`src/sv/dll_pkg.sv`:
```
// Shared types and constants for the doubly linked list manager.
// Used by dll_exec and doubly_linked_list_manager; depends on nothing.
package dll_pkg;

    // pool size and derived widths
    localparam int NODES  = 64;
    localparam int IDX_W  = $clog2(NODES);
    localparam int LINK_W = $clog2(NODES + 1);

    typedef logic [LINK_W-1:0] t_link;
    typedef logic [IDX_W-1:0]  t_idx;

    // link value that points nowhere
    localparam t_link NIL = LINK_W'(NODES);

    // operation codes
    typedef enum logic [1:0] {
        KIND_INSERT   = 2'd0,
        KIND_REMOVE   = 2'd1,
        KIND_POP_TAIL = 2'd2,
        KIND_POP_HEAD = 2'd3
    } t_kind;

    // input transaction
    typedef struct packed {
        t_kind kind;
        t_idx  node_index;
    } t_in_item;

    // output transaction
    typedef struct packed {
        logic  ok;
        t_idx  popped_node;
        t_link count;
    } t_out_item;

    // list ends and occupancy
    typedef struct packed {
        t_link head;
        t_link tail;
        t_link count;
    } t_state;

    // state update and link writes produced by one operation;
    // the prev memory has a second port that only writes null
    typedef struct packed {
        t_state state;
        logic   prev_we;
        t_idx   prev_waddr;
        t_link  prev_wdata;
        logic   prev_clr_we;
        t_idx   prev_clr_addr;
        logic   next_we;
        t_idx   next_waddr;
        t_link  next_wdata;
    } t_upd;

endpackage

```
`src/sv/dll_exec.sv`:
```
// Operation logic for the doubly linked list manager.
// Depends on dll_pkg; purely combinational, link reads come in registered.
module dll_exec (
    input  dll_pkg::t_in_item  i_op,
    input  dll_pkg::t_state    i_state,
    input  dll_pkg::t_link     i_prev_rd,
    input  dll_pkg::t_link     i_next_rd,
    output dll_pkg::t_out_item o_res,
    output dll_pkg::t_upd      o_upd
);

    // Every link is stored as written. For a remove the reads are the links
    // of the given node; for a pop tail the prev read is the link of the
    // tail, for a pop head the next read is the link of the head.
    always_comb begin
        dll_pkg::t_link n_l;
        dll_pkg::t_link cnt_inc;
        dll_pkg::t_link cnt_dec;
        dll_pkg::t_link taken;
        logic           n_valid;
        logic           ends_null;
        logic           empty;
        logic           ok;

        n_l       = dll_pkg::LINK_W'(i_op.node_index);
        n_valid   = n_l < dll_pkg::NIL;
        ends_null = !(i_state.head < dll_pkg::NIL) || !(i_state.tail < dll_pkg::NIL);
        empty     = (i_state.count == '0) || ends_null;

        // saturating count steps
        cnt_inc = (i_state.count < dll_pkg::NIL) ?
                  i_state.count + dll_pkg::LINK_W'(1) : i_state.count;
        cnt_dec = (i_state.count != '0) ?
                  i_state.count - dll_pkg::LINK_W'(1) : i_state.count;

        ok                  = 1'b0;
        taken               = '0;
        o_upd.state         = i_state;
        o_upd.prev_we       = 1'b0;
        o_upd.prev_waddr    = n_l[dll_pkg::IDX_W-1:0];
        o_upd.prev_wdata    = dll_pkg::NIL;
        o_upd.prev_clr_we   = 1'b0;
        o_upd.prev_clr_addr = n_l[dll_pkg::IDX_W-1:0];
        o_upd.next_we       = 1'b0;
        o_upd.next_waddr    = n_l[dll_pkg::IDX_W-1:0];
        o_upd.next_wdata    = dll_pkg::NIL;

        case (i_op.kind)
            dll_pkg::KIND_INSERT: begin
                if (n_valid) begin
                    ok            = 1'b1;
                    o_upd.prev_we = 1'b1;
                    o_upd.next_we = 1'b1;
                    if (ends_null) begin
                        // only node: both links null
                        o_upd.state.head = n_l;
                        o_upd.state.tail = n_l;
                    end else begin
                        // new node's prev goes null, old head points back to it;
                        // when the node is the head already the back link wins
                        o_upd.prev_clr_we = (n_l != i_state.head);
                        o_upd.prev_waddr  = i_state.head[dll_pkg::IDX_W-1:0];
                        o_upd.prev_wdata  = n_l;
                        o_upd.next_wdata  = i_state.head;
                        o_upd.state.head  = n_l;
                    end
                    o_upd.state.count = cnt_inc;
                end
            end
            dll_pkg::KIND_REMOVE: begin
                if (n_valid && !empty) begin
                    ok = 1'b1;
                    // splice the neighbors together
                    if (i_prev_rd < dll_pkg::NIL) begin
                        o_upd.next_we    = 1'b1;
                        o_upd.next_waddr = i_prev_rd[dll_pkg::IDX_W-1:0];
                        o_upd.next_wdata = i_next_rd;
                    end
                    if (i_next_rd < dll_pkg::NIL) begin
                        o_upd.prev_we    = 1'b1;
                        o_upd.prev_waddr = i_next_rd[dll_pkg::IDX_W-1:0];
                        o_upd.prev_wdata = i_prev_rd;
                    end
                    if (!(i_prev_rd < dll_pkg::NIL) && !(i_next_rd < dll_pkg::NIL)) begin
                        o_upd.state.head = dll_pkg::NIL;
                        o_upd.state.tail = dll_pkg::NIL;
                    end else if (!(i_next_rd < dll_pkg::NIL)) begin
                        o_upd.state.tail = i_prev_rd;
                    end else if (!(i_prev_rd < dll_pkg::NIL)) begin
                        o_upd.state.head = i_next_rd;
                    end
                    o_upd.state.count = cnt_dec;
                end
            end
            dll_pkg::KIND_POP_TAIL: begin
                if (!empty) begin
                    ok    = 1'b1;
                    taken = i_state.tail;
                    if (i_prev_rd < dll_pkg::NIL) begin
                        // new tail points nowhere forward
                        o_upd.state.tail = i_prev_rd;
                        o_upd.next_we    = 1'b1;
                        o_upd.next_waddr = i_prev_rd[dll_pkg::IDX_W-1:0];
                    end else begin
                        o_upd.state.head = dll_pkg::NIL;
                        o_upd.state.tail = dll_pkg::NIL;
                    end
                    o_upd.state.count = cnt_dec;
                end
            end
            dll_pkg::KIND_POP_HEAD: begin
                if (!empty) begin
                    ok    = 1'b1;
                    taken = i_state.head;
                    if (i_next_rd < dll_pkg::NIL) begin
                        // new head points nowhere back
                        o_upd.state.head = i_next_rd;
                        o_upd.prev_we    = 1'b1;
                        o_upd.prev_waddr = i_next_rd[dll_pkg::IDX_W-1:0];
                    end else begin
                        o_upd.state.head = dll_pkg::NIL;
                        o_upd.state.tail = dll_pkg::NIL;
                    end
                    o_upd.state.count = cnt_dec;
                end
            end
            default: begin
                ok = 1'b0;
            end
        endcase

        o_res.ok          = ok;
        o_res.popped_node = taken[dll_pkg::IDX_W-1:0];
        o_res.count       = o_upd.state.count;
    end

endmodule

```
`src/sv/doubly_linked_list_manager.sv`:
```
// Doubly linked list manager over a fixed pool of node handles.
// Depends on dll_pkg and dll_exec; holds the link memories and pipeline.
//
// Usage:
//   Input channel (i_in_valid / o_in_stall / i_in) carries one operation
//   per transaction: insert at head, remove a given node, pop tail or pop
//   head. Output channel (o_out_valid / i_out_stall / o_out) returns one
//   result per operation, in order: ok flag, popped handle, new count.
//   The operation and its result are each registered. Throughput: one
//   operation per cycle unless stalled; each operation reads one entry of
//   each link memory (previous and next) at the edge it is taken and, when
//   it executes, writes at most one next entry and at most two previous
//   entries (an insert clears the new head and relinks the old one).
//   Reset: head and tail go null, the count goes to zero and both stages
//   empty; link memories are not cleared, and the user must see that no
//   entry is read before it has been written; the block does not enforce it.
//   Stall: while a result waits under i_out_stall, the operation behind it
//   holds in the input register and o_in_stall rises; one transaction is
//   still taken into an empty input register.
module doubly_linked_list_manager (
    input  logic               i_clk,
    input  logic               i_rst_n,
    input  logic               i_in_valid,
    output logic               o_in_stall,
    input  dll_pkg::t_in_item  i_in,
    output logic               o_out_valid,
    input  logic               i_out_stall,
    output dll_pkg::t_out_item o_out
);

    logic               r_op_valid;
    dll_pkg::t_in_item  r_op;
    logic               r_res_valid;
    dll_pkg::t_out_item r_res;
    dll_pkg::t_state    r_state;
    dll_pkg::t_state    n_state;
    dll_pkg::t_link     r_prev_rd;
    dll_pkg::t_link     r_next_rd;
    dll_pkg::t_link     r_prev_mem [dll_pkg::NODES];
    dll_pkg::t_link     r_next_mem [dll_pkg::NODES];

    dll_pkg::t_out_item exec_res;
    dll_pkg::t_upd      exec_upd;
    dll_pkg::t_idx      prev_raddr;
    dll_pkg::t_idx      next_raddr;
    logic               advance;
    logic               exec;
    logic               in_acc;

    // handshake
    assign advance     = !r_res_valid || !i_out_stall;
    assign exec        = r_op_valid && advance;
    assign o_in_stall  = r_op_valid && !advance;
    assign in_acc      = i_in_valid && !o_in_stall;
    assign o_out_valid = r_res_valid;
    assign o_out       = r_res;

    // operation logic
    dll_exec u_exec (
        .i_op      (r_op),
        .i_state   (r_state),
        .i_prev_rd (r_prev_rd),
        .i_next_rd (r_next_rd),
        .o_res     (exec_res),
        .o_upd     (exec_upd)
    );

    // list ends as they stand after this edge
    assign n_state = exec ? exec_upd.state : r_state;

    // read addresses for the incoming operation
    always_comb begin
        if (i_in.kind == dll_pkg::KIND_REMOVE) begin
            prev_raddr = dll_pkg::IDX_W'(i_in.node_index);
            next_raddr = dll_pkg::IDX_W'(i_in.node_index);
        end else begin
            prev_raddr = n_state.tail[dll_pkg::IDX_W-1:0];
            next_raddr = n_state.head[dll_pkg::IDX_W-1:0];
        end
    end

    // link memories, read data forwarded from a write at the same edge;
    // the two prev ports never address the same entry
    always_ff @(posedge i_clk) begin
        if (exec && exec_upd.prev_clr_we) begin
            r_prev_mem[exec_upd.prev_clr_addr] <= dll_pkg::NIL;
        end
        if (exec && exec_upd.prev_we) begin
            r_prev_mem[exec_upd.prev_waddr] <= exec_upd.prev_wdata;
        end
        if (exec && exec_upd.next_we) begin
            r_next_mem[exec_upd.next_waddr] <= exec_upd.next_wdata;
        end
        if (in_acc) begin
            if (exec && exec_upd.prev_we && exec_upd.prev_waddr == prev_raddr) begin
                r_prev_rd <= exec_upd.prev_wdata;
            end else if (exec && exec_upd.prev_clr_we
                         && exec_upd.prev_clr_addr == prev_raddr) begin
                r_prev_rd <= dll_pkg::NIL;
            end else begin
                r_prev_rd <= r_prev_mem[prev_raddr];
            end
            if (exec && exec_upd.next_we && exec_upd.next_waddr == next_raddr) begin
                r_next_rd <= exec_upd.next_wdata;
            end else begin
                r_next_rd <= r_next_mem[next_raddr];
            end
        end
    end

    // pipeline payload
    always_ff @(posedge i_clk) begin
        if (in_acc) begin
            r_op <= i_in;
        end
        if (exec) begin
            r_res <= exec_res;
        end
    end

    // control state
    always_ff @(posedge i_clk) begin
        if (!i_rst_n) begin
            r_op_valid    <= 1'b0;
            r_res_valid   <= 1'b0;
            r_state.head  <= dll_pkg::NIL;
            r_state.tail  <= dll_pkg::NIL;
            r_state.count <= '0;
        end else begin
            if (!r_op_valid || advance) begin
                r_op_valid <= in_acc;
            end
            if (advance) begin
                r_res_valid <= r_op_valid;
            end
            r_state <= n_state;
        end
    end

    // head and tail go null together
    a_ends_null: assert property (@(posedge i_clk) disable iff (!i_rst_n)
        (r_state.head == dll_pkg::NIL) == (r_state.tail == dll_pkg::NIL))
        else $error("head and tail disagree on null");

    // a taken transaction lands in the input register
    a_accept_lands: assert property (@(posedge i_clk) disable iff (!i_rst_n)
        in_acc |=> r_op_valid)
        else $error("accepted operation lost");

    // count moves by at most one per cycle
    a_count_step: assert property (@(posedge i_clk) disable iff (!i_rst_n)
        1'b1 |=> (r_state.count == $past(r_state.count)
                  || r_state.count == $past(r_state.count) + dll_pkg::LINK_W'(1)
                  || r_state.count == $past(r_state.count) - dll_pkg::LINK_W'(1)))
        else $error("count jumped");

endmodule

```
`config.mk`:
```
export PLATFORM = sky130hd
export DESIGN_NAME = doubly_linked_list_manager
export DESIGN_NICKNAME = d
export VERILOG_FILES = /design/src/sv/dll_pkg.sv /design/src/sv/dll_exec.sv /design/src/sv/doubly_linked_list_manager.sv
export SDC_FILE = /design/constraint.sdc
export NUM_CORES = 1
export LEC_CHECK = 0
export ABC_AREA = 1
export BUFFER_PORTS_ARGS = -buffer_cell sky130_fd_sc_hd__buf_2
export CORE_ASPECT_RATIO = 2
export CORE_MARGIN = 2
export CORE_UTILIZATION = 40
export CTS_BUF_LIST = sky130_fd_sc_hd__clkbuf_8
export DETAILED_ROUTE_END_ITERATION = 8
export PLACE_DENSITY = 0.56
export SKIP_LAST_GASP = 1
export SLEW_MARGIN = 20
export SYNTH_ARGS = -nofsm -noshare
export SYNTH_HDL_FRONTEND = slang
export SYNTH_HIERARCHICAL = 1
export SYNTH_SLANG_ARGS = --single-unit
```
`constraint.sdc`:
```
create_clock -name i_clk -period 8.12 [get_ports i_clk]
set_input_delay 1.218 -clock i_clk [delete_from_list [all_inputs] [get_ports i_clk]]
set_output_delay 1.218 -clock i_clk [all_outputs]
set_load 0.02 [all_outputs]
```
==> impl_metrics.py, run 1 <==
metrics = {
    "status": {
        "status": "completed",
    },
    "final_layout": {
        "drive_gt1_share_pct": 6.96,
        "final_cell_mix": "nand2_1, edfxtp_1, nand3_1, nor2_1, inv_1",
        "final_common_cell": "nand2_1",
        "seq_area_sq_mm": 0.0284,
        "fill_cells": 10948,
        "area.growth.synth_to_final_pct": 8.44,
        "nNetsFinal": 4636,
        "postLayoutCellArea_sq_mm": 0.0490,
        "multiInputGateArea_sq_mm": 0.0137,
    },
    "cts": {
        "cts_buffer_depth": 3,
        "clk_latency_ps": 860,
        "htreeDepth": 4,
        "cts_sinks": 955,
        "postCtsSetupBuffers": 0,
        "cts_buffers": 139,
        "clockRootBuffer": "clkbuf_8",
        "ctsResizeCount": 0,
        "cts.clk_slew.worst_paths_ps": 70,
        "cts_hold_buf": 0,
        "cts_tree": "done",
    },
    "logic_synthesis": {
        "yosysTopAreaCellShare_pct": 62.0,
        "synth_top_cell_by_area": "edfxtp_1",
        "synth-xor-area-share_pct": 0.175,
        "synth_area_leaders": "edfxtp_1, nand3_1, nand2_1",
        "synth_cells": 4684,
        "ys_seq_elements": 955,
        "synth_area_per_cell_sq_um": 9.64,
        "synth-compound-area-share_pct": 3.29,
        "synth.area.mux_share_pct": 0.0665,
        "ys_types": 40,
        "ys_seq_area_share_pct": 63.0,
        "synth_top_family_by_area": "simple AND/OR/NAND/NOR gates",
        "synthAdderAreaFrac_pct": 0.166,
        "syn-num-nets": 4702,
        "synthSimpleGateAreaFrac_pct": 26.2,
        "ys_warn_count": 6,
        "syn_area_sq_mm": 0.0451,
    },
    "critical_path": {
        "crit_path_end_kind": "flop",
        "crit_type": "flop to flop",
        "worst_ep_arrival_time_ps": 6570,
        "setup.worst_path.start_class": "flop",
        "critPathRequiredTime_ps": 8730,
        "cp_max_fo": 59,
    },
    "hold_path": {
        "hold_path_class": "flop to flop",
    },
    "global_routing": {
        "grt_pass1_vias": 33871,
        "antenna_found_initial": 5,
        "grtUsageTotal_pct": 24.8,
        "grt_max_degree": 187,
        "grt.overflow.total": 0,
        "grt_pass1_wl_microns": 212000,
    },
    "timing": {
        "worst_slew_pin_slew_ps": 1230,
        "fmax_ghz": 0.168,
        "worst_hold_slack_ps": 536,
        "post-route-period-util_pct": 73.3,
        "timing.slew.headroom_pct": 17.4,
        "setup_viol": 0,
        "rsz0062_at_grt": "false",
        "drv_slew": 0,
        "clock_skew_ps": 46.1,
        "timing.setup.tns_ps": 0,
        "fin_crit_ps": 5950,
        "hold_violations": 0,
    },
    "die": {
        "core_sq_mm": 0.112,
        "initial_core_util_pct": 40.3,
        "pin_count": 28,
        "rows": 174,
        "die_h_microns": 479,
        "die_w_microns": 242,
        "dieArea_sq_mm": 0.116,
    },
    "drt": {
        "drcViolationCount": 0,
        "drtAntennaViolNets": 0,
        "post_drt_wl_per_cell_microns": 23.2,
        "drt_wl_total_microns": 145000,
        "viasPerCell": 5.40,
        "drtPass1Iterations": 6,
        "vias": 33597,
        "drt_iter0_markers": 2828,
    },
    "placed_design": {
        "placed_area_sq_mm": 0.0463,
        "gp_congestion": 0.922,
        "dp_hpwl_microns": 93800,
        "io_buffers": 27,
    },
    "power_and_ir_drop": {
        "switchingPower_mw": 2.80,
        "power_switching_share_pct": 27.2,
        "clkPwrFrac_pct": 37.1,
        "p_int_mw": 7.49,
        "seq_power_share_pct": 52.5,
        "combinationalPowerShare_pct": 10.3,
        "irDropWorstVdd_mv": 0.142,
        "p_leak_nw": 18.8,
        "power_mw": 10.3,
        "power_density_mw_per_mm2": 210,
    },
    "flow_run": {
        "max-cap-violations": 0,
    },
}
-- area by class of cell --
| type | instances | area share (%) |
|---|---|---|
| inverters | 477 | 3.67 |
| flip-flops and latches | 955 | 58.1 |
| clock buffers | 143 | 4.02 |
| clock inverters | 107 | 1.38 |
| repair buffers | 72 | 1.07 |
| multi-input cells | 2973 | 27.9 |
| well taps | 1496 | 3.82 |
| diodes | 3 | 0.0153 |
-- state kept, by name, summed over array words and instances, names as in the netlist --
signal and cells:
o_out 14, o_out_valid 1, r_next_mem 448, r_next_rd 7
r_op 8, r_op_valid 1, r_prev_mem 448, r_prev_rd 7
r_state 21
-- critical path: stages (launching register included) --
cell and delay [ps]:
dfxtp_1 350, inv_1 150, ha_1 250, inv_1 60
nor2_1 120, nand3_2 670, nand3_2 430, nand2_1 80
nand2_1 70, nand2_1 50, nand2_1 60, nand2_1 70
nand3_1 100, nand3_1 130, nand2_4 570, clkinv_2 830
buf_4 580, o22ai_1 250, nor2_1 90, nand2_1 110
nor2_4 60, nor2_2 270, nand3_1 130, nand2_1 90
inv_1 40
-- stage by stage --
stage	setup WS, ps	utilization (%)	instances
3_5_place_dp	2280	41.3	5973
3_3_place_gp	2280	41.3	5973
6_report	2170	43.7	6226
2_1_floorplan	4440	-	4684
5_1_grt	1750	43.7	6224
4_1_cts	2220	43.7	6223
-- cell usage after synthesis --
cell type and number:
nand2_2 8, or2_0 1, buf_1 11, o211ai_1 53
o21ai_0 127, or2_2 4, nand3b_1 100, mux2i_1 3
nand3_2 14, inv_1 455, nand3b_2 1, nor2_2 3
ha_1 6, edfxtp_1 932, buf_6 6, a21oi_1 33
nor2_8 1, clkbuf_1 92, a21oi_2 1, clkinv_1 2
nand2_4 2, a211oi_1 1, nor2_4 2, inv_2 20
nor3_1 10, nor2_1 568, o21ai_2 1, buf_8 1
nand2_1 1116, nand3_1 853, xnor2_1 1, nand4_1 20
o21ai_1 5, o22ai_1 20, xor2_1 8, or2_1 2
buf_2 137, buf_4 32, o211ai_2 9, dfxtp_1 23
-- power by group through the flow --
stage,clock network (mW),registers (mW),logic [mW]
after floorplan,0,5.49,0.703
after global placement,0,5.51,1.05
after detailed placement,0,5.51,1.05
after CTS,3.88,5.41,1.05
after global routing,4.06,5.41,1.14
final,3.82,5.41,1.06
-- cells by family after synthesis --
logic type      Yosys count
xor+xnor                  9
buf+inv                 756
flops                   955
simple gates           2705
compound gates          250
fa+ha+maj                 6
mux                       3
-- layer usage --
metal  track usage, %  part of all wire, %  vias up  routed length, microns
met5                0                    0        -                       0
met4             19.4                  8.5        0                   12400
met3             3.85                  5.4      493                    7750
met2             46.7                   54     1294                   77900
met1             23.8                   32    16182                   46800
li1                 -                    -    15628                       -
-- worst paths after layout --
kind / from / end / slack [ps] / cells past startpoint
min: r_state[1] / r_state[1] / 540 / 2
min reg2reg: r_state[1] / r_state[1] / 540 / 2
max: r_state[0] / r_prev_rd[6] / 2170 / 24
max reg2reg: r_state[0] / r_prev_rd[6] / 2170 / 24
Power figures use the tool's default switching activity.
==> run 2: changes to the inputs <==
--- a/config.mk
+++ b/config.mk
@@ -12,7 +12,7 @@
 export CORE_UTILIZATION = 40
 export CTS_BUF_LIST = sky130_fd_sc_hd__clkbuf_8
 export DETAILED_ROUTE_END_ITERATION = 8
-export PLACE_DENSITY = 0.56
+export PLACE_DENSITY = 0.58
 export SKIP_LAST_GASP = 1
 export SLEW_MARGIN = 20
 export SYNTH_ARGS = -nofsm -noshare
==> constraint.sdc (replaced) <==
create_clock -name i_clk -period 5.4 [get_ports i_clk]
set_input_delay 0.81 -clock i_clk [delete_from_list [all_inputs] [get_ports i_clk]]
set_output_delay 0.81 -clock i_clk [all_outputs]
set_load 0.02 [all_outputs]
==> run 2 against run 1 <==
Compared with the run above: sequential cell count is the same; fmax grew 28%; routed wire length increased by 1.1%; utilization rose by 0.72 points; clock-buffer cell count fell by 1; non-clock buffer count is 91 higher; critical path depth shrank 11; highest routed layer is now met5; worst hold slack got worse by 390 ps.
==> impl_metrics.py, run 2 (synthesis results as in run 1) <==
metrics = {
    "cts": {
        "clockRootBuffer": "clkbuf_8",
        "ctsResizeCount": 0,
        "clk_latency_ps": 870,
        "postCtsSetupBuffers": 0,
        "htreeDepth": 4,
        "cts_tree": "done",
        "cts.clk_slew.worst_paths_ps": 70,
        "cts_buffers": 137,
        "cts_sinks": 955,
        "cts_hold_buf": 0,
        "cts_buffer_depth": 3,
    },
    "timing": {
        "drv_slew": 0,
        "post-route-period-util_pct": 85.9,
        "setup_viol": 0,
        "fin_crit_ps": 4640,
        "rsz0062_at_grt": "false",
        "worst_slew_pin_slew_ps": 1160,
        "timing.slew.headroom_pct": 21.7,
        "timing.final.ws_setup_ps": 760,
        "clock_skew_ps": 42.5,
        "fmax_ghz": 0.216,
        "hold_violations": 0,
        "timing.setup.tns_ps": 0,
        "worst_hold_slack_ps": 145,
    },
    "power_and_ir_drop": {
        "power_density_mw_per_mm2": 310,
        "p_leak_nw": 19.3,
        "irDropWorstVdd_mv": 0.232,
        "power_mw": 15.4,
    },
    "placed_design": {
        "dp_hpwl_microns": 97100,
        "gp_congestion": 0.976,
        "io_buffers": 27,
        "dp_cells": 6064,
        "placed_area_sq_mm": 0.0472,
        "pre_cts_slack_ps": 831,
    },
    "die": {
        "dieArea_sq_mm": 0.116,
        "die_w_microns": 242,
        "pin_count": 28,
        "core_sq_mm": 0.112,
        "initial_core_util_pct": 40.3,
        "rows": 174,
        "die_h_microns": 479,
    },
    "critical_path": {
        "critical-path-max-stage-delay_ps": 550,
        "crit_path_end_kind": "flop",
        "slowest_stage": "nand4_1",
        "cp_max_fo": 22,
        "crit_path_frequent_cell": "inv_1",
        "crit_chain": "inv_1, ha_1, inv_1, nor2_1, nand3_2, nand2_2, nand2_1, nand3_1, o21ai_0, inv_1, nand4_1, buf_4, nor2_1",
        "crit_type": "flop to flop",
        "setup.worst_path.start_class": "flop",
        "worst_ep_arrival_time_ps": 5140,
        "critPathRequiredTime_ps": 5900,
    },
    "global_routing": {
        "grt_pass1_wl_microns": 213000,
        "grt_pass1_vias": 33772,
        "grt_max_degree": 116,
        "antenna_found_initial": 7,
        "grt.overflow.total": 0,
        "grtUsageTotal_pct": 25.0,
    },
    "final_layout": {
        "final_cell_mix": "nand2_1, edfxtp_1, nand3_1, nor2_1, inv_1",
        "reg_top3": "r_next_mem (448), r_prev_mem (448), r_state (21)",
        "drive_gt1_share_pct": 8.70,
        "postLayoutCellArea_sq_mm": 0.0498,
        "nNetsFinal": 4725,
        "fin_cells": 6311,
        "fill_cells": 10784,
        "fin_util_pct": 44.4,
        "area.growth.synth_to_final_pct": 10.2,
        "final_common_cell": "nand2_1",
    },
    "drt": {
        "drt_iter0_markers": 2710,
        "drtPass1Iterations": 6,
        "vias": 33865,
        "post_drt_wl_per_cell_microns": 23.2,
        "drt_wl_total_microns": 146000,
        "viasPerCell": 5.37,
        "drtAntennaViolNets": 0,
        "drcViolationCount": 0,
    },
    "hold_path": {
        "hold_path_class": "input pin to flop",
    },
    "flow_run": {
        "max-cap-violations": 0,
    },
    "status": {
        "status": "completed",
    },
}
[run 2: metal layers]
metal	track usage, %	routed length (microns)	vias to the layer above
met5	0	50	-
met4	20.7	13300	8
met3	4.49	7630	496
met2	47.3	78800	1222
met1	23.0	46700	16330
li1	-	-	15809
[run 2: final cells by class]
type	instances	area (sq um)	share of cell area [%]
Antenna cell	8	20.0	0.0402
Clock buffer	142	1950	3.93
Clock inverter	97	613	1.23
Inverter	477	1800	3.61
Multi-Input combinational cell	2973	13700	27.5
Sequential cell	955	28400	57.2
Tap cell	1496	1870	3.76
Timing Repair Buffer	163	1390	2.80
[run 2: worst max-delay path: cells and delay by family, from the launching register on]
kind                     cells  cell delay, ps
flip-flops                   1             350
adder cells (fa/ha/maj)      1             240
buffers and inverters        4             870
AND/OR/NAND/NOR              7            2470
AO/OA/AOI/OAI                1             320
[run 2: worst paths after layout]
path | from | to | depth (start not counted) | slack (ps)
setup / recovery | r_state[0] | r_next_mem[40][6] | 13 | 760
hold reg to reg | r_state[1] | r_state[1] | 2 | 540
setup reg to reg | r_state[0] | r_next_mem[40][6] | 13 | 760
hold / removal | i_in[1] | r_op[1] | 1 | 140
[run 2: where the power goes]
group	internal (mW)	switching, mW
clock network	2.75	2.88
registers	8.07	0.0650
logic	0.416	1.23
total	11.2	4.18
